File: src/rtl/xed_pkg.sv
// ----------------------------------------------------------------------------
// xed_pkg
// Shared types, constants and the entity name lookup for the entity decoder.
// ----------------------------------------------------------------------------
package xed_pkg;

  // name buffer sizing
  localparam int NAME_SLOTS  = 8;
  localparam int STORE_SLOTS = NAME_SLOTS - 1;
  localparam int CNT_W       = $clog2(NAME_SLOTS);
  localparam int IDX_W       = $clog2(STORE_SLOTS);

  // queue between front and back
  localparam int QUEUE_DEPTH = 2;
  localparam int QPTR_W      = (QUEUE_DEPTH > 1) ? $clog2(QUEUE_DEPTH) : 1;
  localparam int QCNT_W      = $clog2(QUEUE_DEPTH + 1);

  typedef logic [7:0] byte_t;

  // special characters
  localparam byte_t CHAR_AMP  = 8'h26;
  localparam byte_t CHAR_SEMI = 8'h3B;
  localparam byte_t CHAR_LT   = 8'h3C;

  // known entity names and their characters
  localparam int ENT_COUNT = 6;
  localparam int ENT_MAX   = 4;
  localparam logic [2:0] ENT_LEN [ENT_COUNT] = '{3'd3, 3'd4, 3'd4, 3'd2, 3'd2, 3'd4};
  localparam byte_t ENT_TEXT [ENT_COUNT][ENT_MAX] = '{
    '{"a", "m", "p", 8'h00},
    '{"s", "e", "m", "i"},
    '{"q", "u", "o", "t"},
    '{"l", "t", 8'h00, 8'h00},
    '{"g", "t", 8'h00, 8'h00},
    '{"n", "b", "s", "p"}
  };
  localparam byte_t ENT_CHAR [ENT_COUNT] = '{"&", ";", 8'h22, "<", ">", " "};

  // channel words
  typedef struct packed {
    byte_t in_byte;
    logic  end_of_input;
  } in_word_t;

  typedef struct packed {
    byte_t out_byte;
    logic  finished;
  } out_word_t;

  // command kinds handed from front to back
  typedef logic [1:0] cmd_kind_t;
  localparam cmd_kind_t CMD_PASS   = 2'd0;
  localparam cmd_kind_t CMD_FINISH = 2'd1;
  localparam cmd_kind_t CMD_MATCH  = 2'd2;

  typedef struct packed {
    cmd_kind_t                 kind;
    byte_t                     value;
    byte_t [STORE_SLOTS-1:0]   name;
    logic  [CNT_W-1:0]         count;
  } cmd_t;

  typedef struct packed {
    logic  hit;
    byte_t ch;
  } lookup_t;

  // all six names compared side by side; a name ends at count or at a zero byte
  function automatic lookup_t entity_lookup(input byte_t [STORE_SLOTS-1:0] name,
                                            input logic [CNT_W-1:0] count);
    lookup_t          res;
    logic             ok;
    logic [CNT_W-1:0] len;
    res = '0;
    for (int k = 0; k < ENT_COUNT; k++) begin
      len = CNT_W'(ENT_LEN[k]);
      ok  = (count >= len);
      for (int j = 0; j < ENT_MAX; j++) begin
        if (j < int'(ENT_LEN[k]) && name[j] != ENT_TEXT[k][j]) begin
          ok = 1'b0;
        end
      end
      // longer stored names must carry a zero right after the match
      for (int i = 0; i < STORE_SLOTS; i++) begin
        if (i == int'(ENT_LEN[k]) && count != len && name[i] != 8'h00) begin
          ok = 1'b0;
        end
      end
      if (ok && !res.hit) begin
        res.hit = 1'b1;
        res.ch  = ENT_CHAR[k];
      end
    end
    return res;
  endfunction

endpackage

File: src/rtl/xed_front.sv
// ----------------------------------------------------------------------------
// xed_front
// Accepts input words, tracks entity state, collects name bytes and issues
// pass, finish and match commands into the queue.
// ----------------------------------------------------------------------------
module xed_front (
  input  logic              clk,
  input  logic              rst,
  input  logic              in_valid,
  output logic              in_stall,
  input  xed_pkg::in_word_t in_data,
  input  logic              q_full,
  output logic              q_push,
  output xed_pkg::cmd_t     q_data
);
  import xed_pkg::*;

  logic                    in_entity;
  logic                    in_entity_next;
  logic [CNT_W-1:0]        count;
  logic [CNT_W-1:0]        count_next;
  byte_t [STORE_SLOTS-1:0] name;
  logic                    accept;
  logic                    store;

  assign in_stall = q_full;
  assign accept   = in_valid && !q_full;

  // classify the accepted word
  always_comb begin
    in_entity_next = in_entity;
    count_next     = count;
    store          = 1'b0;
    q_push         = 1'b0;
    q_data.kind    = CMD_PASS;
    q_data.value   = in_data.in_byte;
    q_data.name    = name;
    q_data.count   = count;
    if (accept) begin
      if (in_data.end_of_input) begin
        q_push         = 1'b1;
        q_data.kind    = CMD_FINISH;
        in_entity_next = 1'b0;
        count_next     = '0;
      end else if (in_entity) begin
        if (in_data.in_byte == CHAR_SEMI || count >= CNT_W'(STORE_SLOTS)) begin
          q_push         = 1'b1;
          q_data.kind    = CMD_MATCH;
          in_entity_next = 1'b0;
          count_next     = '0;
        end else begin
          store      = 1'b1;
          count_next = count + 1'b1;
        end
      end else if (in_data.in_byte == CHAR_LT) begin
        q_push      = 1'b1;
        q_data.kind = CMD_FINISH;
        count_next  = '0;
      end else if (in_data.in_byte == CHAR_AMP) begin
        in_entity_next = 1'b1;
        count_next     = '0;
      end else begin
        q_push = 1'b1;
      end
    end
  end

  // control state
  always_ff @(posedge clk) begin
    if (rst) begin
      in_entity <= 1'b0;
      count     <= '0;
    end else begin
      in_entity <= in_entity_next;
      count     <= count_next;
    end
  end

  // name buffer
  always_ff @(posedge clk) begin
    if (store) begin
      name[count[IDX_W-1:0]] <= in_data.in_byte;
    end
  end

endmodule

File: src/rtl/xed_queue.sv
// ----------------------------------------------------------------------------
// xed_queue
// Short command queue that lets front and back stall independently.
// ----------------------------------------------------------------------------
module xed_queue (
  input  logic          clk,
  input  logic          rst,
  input  logic          push,
  input  xed_pkg::cmd_t push_data,
  output logic          full,
  input  logic          pop,
  output logic          head_valid,
  output xed_pkg::cmd_t head_data
);
  import xed_pkg::*;

  cmd_t              mem [QUEUE_DEPTH];
  logic [QPTR_W-1:0] wptr;
  logic [QPTR_W-1:0] rptr;
  logic [QCNT_W-1:0] fill;
  logic              do_pop;

  assign full       = (fill == QCNT_W'(QUEUE_DEPTH));
  assign head_valid = (fill != '0);
  assign head_data  = mem[rptr];
  assign do_pop     = pop && head_valid;

  // storage
  always_ff @(posedge clk) begin
    if (push) begin
      mem[wptr] <= push_data;
    end
  end

  // pointers and fill level
  always_ff @(posedge clk) begin
    if (rst) begin
      wptr <= '0;
      rptr <= '0;
      fill <= '0;
    end else begin
      if (push) begin
        wptr <= (wptr == QPTR_W'(QUEUE_DEPTH - 1)) ? '0 : wptr + 1'b1;
      end
      if (do_pop) begin
        rptr <= (rptr == QPTR_W'(QUEUE_DEPTH - 1)) ? '0 : rptr + 1'b1;
      end
      if (push && !do_pop) begin
        fill <= fill + 1'b1;
      end else if (do_pop && !push) begin
        fill <= fill - 1'b1;
      end
    end
  end

endmodule

File: src/rtl/xed_back.sv
// ----------------------------------------------------------------------------
// xed_back
// Executes queued commands: passes bytes, signals finish, looks up entity
// names, and holds the result in the output register.
// ----------------------------------------------------------------------------
module xed_back (
  input  logic               clk,
  input  logic               rst,
  input  logic               head_valid,
  input  xed_pkg::cmd_t      head_data,
  output logic               pop,
  output logic               out_valid,
  input  logic               out_stall,
  output xed_pkg::out_word_t out_data
);
  import xed_pkg::*;

  lookup_t   look;
  logic      produce;
  out_word_t result;
  logic      load;

  assign look = entity_lookup(head_data.name, head_data.count);
  assign load = !out_valid || !out_stall;
  assign pop  = head_valid && load;

  // build the result word for the head command
  always_comb begin
    produce         = 1'b1;
    result.out_byte = head_data.value;
    result.finished = 1'b0;
    case (head_data.kind)
      CMD_PASS: begin
        result.out_byte = head_data.value;
      end
      CMD_FINISH: begin
        result.out_byte = '0;
        result.finished = 1'b1;
      end
      CMD_MATCH: begin
        produce         = look.hit;
        result.out_byte = look.ch;
      end
      default: begin
        produce = 1'b0;
      end
    endcase
  end

  // output register
  always_ff @(posedge clk) begin
    if (rst) begin
      out_valid <= 1'b0;
    end else if (load) begin
      out_valid <= head_valid && produce;
    end
  end

  always_ff @(posedge clk) begin
    if (pop && produce) begin
      out_data <= result;
    end
  end

endmodule

File: src/rtl/xml_entity_decoder.sv
// ----------------------------------------------------------------------------
// xml_entity_decoder
// Character entity decoder for a byte stream, one byte per word.
// ----------------------------------------------------------------------------
// One input word is taken every cycle while the queue between the front and
// the back has room; the queue fills only while the output side stalls. A
// result passes through the front into the two-entry command queue and then
// through the name lookup into the output register. Plain bytes come out
// unchanged, an entity between '&' and ';' comes out as its character when it
// is amp, semi, quot, lt, gt or nbsp and as nothing otherwise, and '<' outside
// an entity or end of input gives a finished word with a zero byte.
module xml_entity_decoder (
  input  logic               clk,
  input  logic               rst,
  input  logic               in_valid,
  output logic               in_stall,
  input  xed_pkg::in_word_t  in_data,
  output logic               out_valid,
  input  logic               out_stall,
  output xed_pkg::out_word_t out_data
);
  import xed_pkg::*;

  logic q_push;
  logic q_full;
  logic q_pop;
  logic q_head_valid;
  cmd_t q_push_data;
  cmd_t q_head_data;

  // accept and classify
  xed_front u_front (
    .clk      (clk),
    .rst      (rst),
    .in_valid (in_valid),
    .in_stall (in_stall),
    .in_data  (in_data),
    .q_full   (q_full),
    .q_push   (q_push),
    .q_data   (q_push_data)
  );

  // command queue
  xed_queue u_queue (
    .clk        (clk),
    .rst        (rst),
    .push       (q_push),
    .push_data  (q_push_data),
    .full       (q_full),
    .pop        (q_pop),
    .head_valid (q_head_valid),
    .head_data  (q_head_data)
  );

  // execute and drive results
  xed_back u_back (
    .clk        (clk),
    .rst        (rst),
    .head_valid (q_head_valid),
    .head_data  (q_head_data),
    .pop        (q_pop),
    .out_valid  (out_valid),
    .out_stall  (out_stall),
    .out_data   (out_data)
  );

  // no command is pushed into a full queue
  assert property (@(posedge clk) disable iff (rst) q_push |-> !q_full)
    else $error("push into full command queue");

  // a stalled result holds the queue head in place
  assert property (@(posedge clk) disable iff (rst) (out_valid && out_stall) |-> !q_pop)
    else $error("queue popped while result stalled");

  // a finished word always carries a zero byte
  assert property (@(posedge clk) disable iff (rst)
    (out_valid && out_data.finished) |-> (out_data.out_byte == 8'h00))
    else $error("finished word with nonzero byte");

endmodule

File: config.mk
export PLATFORM = sky130hd
export DESIGN_NAME = xml_entity_decoder
export DESIGN_NICKNAME = d
export VERILOG_FILES = /design/src/rtl/xed_pkg.sv /design/src/rtl/xed_front.sv /design/src/rtl/xed_queue.sv /design/src/rtl/xed_back.sv /design/src/rtl/xml_entity_decoder.sv
export SDC_FILE = /design/constraint.sdc
export NUM_CORES = 1
export LEC_CHECK = 0
export ABC_AREA = 1
export BUFFER_PORTS_ARGS = -buffer_cell sky130_fd_sc_hd__buf_2
export CORE_UTILIZATION = 40
export DETAILED_ROUTE_END_ITERATION = 6
export PLACE_DENSITY = 0.54
export SYNTH_ARGS = -nofsm -noshare
export SYNTH_HDL_FRONTEND = slang
export SYNTH_HIERARCHICAL = 1
export SYNTH_SLANG_ARGS = --single-unit
File: constraint.sdc
create_clock -name clk -period 14.7 [get_ports clk]
set_clock_uncertainty 0.1 [all_clocks]
set_input_delay 0.735 -clock clk [delete_from_list [all_inputs] [get_ports clk]]
set_output_delay 0.735 -clock clk [all_outputs]
set_load 0.01 [all_outputs]
==> flow_summary.toml <==
[power]
fin_total_pwr_mw = 1.45
powerDensity_mw_per_mm2 = 184
ir_drop_mv = 0.106
leakagePower_nw = 2.90

[cts]
root_buffer = "clkbuf_16"
clk_latency_ns = 0.42
cts_num_sinks = 165
clk_path_buf_depth = 2
ctsHoldBuffers = 0
post_cts_buffers = 0
cts_resized = 0
numCtsBuffers = 17
htree_levels = 4
path_clk_slew_ns = 0.06
cts_tree = "built"

[routing]
drtAntennaViolNets = 0
routed-via-count = 3707
wl_um = 13000
routedWlPerCell_um = 16.8
drtIter0Drc = 306
vias_per_cell = 4.81
route.detailed.drc = 0
drtPass1Iterations = 4

[setup_path]
cp_max_fo = 53
crit_chain = "buf_4 -> mux2_2 -> nor2_1 -> nand2_1 -> o21ai_1 -> nand2_1 -> nor2_2 -> nor2_1 -> nand4_1 -> nand2_1 -> nand2_1 -> nand2_2 -> inv_1"
critPathCaptureType = "flip-flop"
cp-start-kind = "flip-flop"
critPathKind = "reg -> reg"
cp_top_family = "simple AND/OR/NAND/NOR gates"
critical_path.most_common_cell = "nand2_1"
path_buf_inv = 2
cp.arrival_ns = 3.26
max_stage_delay_ns = 0.62
cp_slowest_cell = "buf_4"
crit_required_ns = 14.69

[timing]
fin_setup_tns_ns = 0
worst_pin_slew_ns = 1.16
max_freq_mhz = 305
slew_viol_final = 0
period_minus_slack_ns = 3.27
rsz0062_at_grt = "false"
slew_headroom_pct = 22.2
finalHoldViolCount = 0
setup_violations = 0
finalCritPeriodShare_pct = 22.3

[die]
start_util_pct = 41.1
core_area_mm2 = 0.0167
io_pins = 24
die_width_um = 133
die_y_um = 133
rows = 47
dieArea_mm2 = 0.0177

[yosys]
syn_inst = 510
syn_nets = 530
syn_avg_cell_area_um2 = 13.5
synthesis.area_mm2 = 0.00687
yosys_warnings = 6

[final_layout]
syn_to_final_growth_pct = 14.9
nets = 558
diodes = 0
finalInstanceArea_mm2 = 0.00789
n_fill_cell = 1473
layout-drive-gt1-share_pct = 23.8

[place]
port_buffers = 23
dpl_cell_area_mm2 = 0.00716
place_hpwl_um = 8260
place.gp.congestion = 0.861

[worst_hold_path]
hp-class = "reg -> reg"
worstHoldStart = "u_front/q_data[12]"

[grt]
grt_pass1_vias = 3841
grt_max_degree = 55
grt.total_usage_pct = 16.1
grt_pass1_wl_um = 20600
antenna_found_initial = 0
grt_overflow = 0

[outcome]
status = "completed"

[job]
timing.max_cap.violations = 0
==> sequential cells by signal (all words and copies together) (netlist names), named ones only <==
name,flops
u_queue/mem,106
u_front/q_data,40
u_back/out_data,9
u_front/count,3
u_queue/fill,2
u_back/out_valid,1
u_front/in_entity,1
u_queue/rptr,1
u_queue/wptr,1
==> metal layers <==
metal  global-route usage, %  wire length (µm)  up-vias  part of all wire (%)
met4                    6.51               180        0                   1.4
met1                    20.4              5940     1816                    46
li1                        -                 -     1806                     -
met3                    4.37               389       14                   3.0
met5                       0                 0        -                     0
met2                    26.3              6470       71                    50
==> power by group <==
group          switching (mW)  total, mW  internal [mW]
logic                   0.190      0.307          0.117
registers              0.0156      0.601          0.585
clock network           0.174      0.543          0.370
total                   0.380       1.45           1.07
==> cell usage in the layout, fill, tap and decap left out, types with 7 or more instances in the layout <==
cell type  count
buf_2         23
mux2_2        48
clkbuf_16     17
edfxtp_1     155
ha_1           7
inv_1         56
nand2_1       70
nor2_1        71
nand3_1       19
bufinv_16      9
dfxtp_1        9
==> final cells by class <==
cell class	instances	area, µm²	area share, %
inverters	59	221	2.81
repair buffers	26	138	1.74
clock inverters	14	303	3.84
clock buffers	18	429	5.44
multi-input cells	269	1670	21.2
well taps	220	275	3.49
flip-flops and latches	165	4860	61.5
==> per-stage QoR <==
step / cells / hold slack (ns) / setup WS [ns] / util, %
after global routing: 771 / 0.348 / 11.22 / 47.3
after global placement: 739 / 0.321 / 11.53 / 42.9
after CTS: 771 / 0.345 / 11.44 / 47.3
after floorplan: 510 / 0.321 / 10.52 / -
final: 771 / 0.343 / 11.43 / 47.3
after detailed placement: 739 / 0.330 / 11.45 / 42.9
==> final timing paths <==
| check | to | slack (ns) | cells past startpoint |
|---|---|---|---|
| setup / recovery | u_back/out_data[5] | 11.43 | 13 |
| hold / removal | u_queue/mem[1][12] | 0.34 | 0 |
| setup reg to reg | u_back/out_data[5] | 11.43 | 13 |
| hold reg to reg | u_queue/mem[1][12] | 0.34 | 0 |
Power figures use the tool's default switching activity.
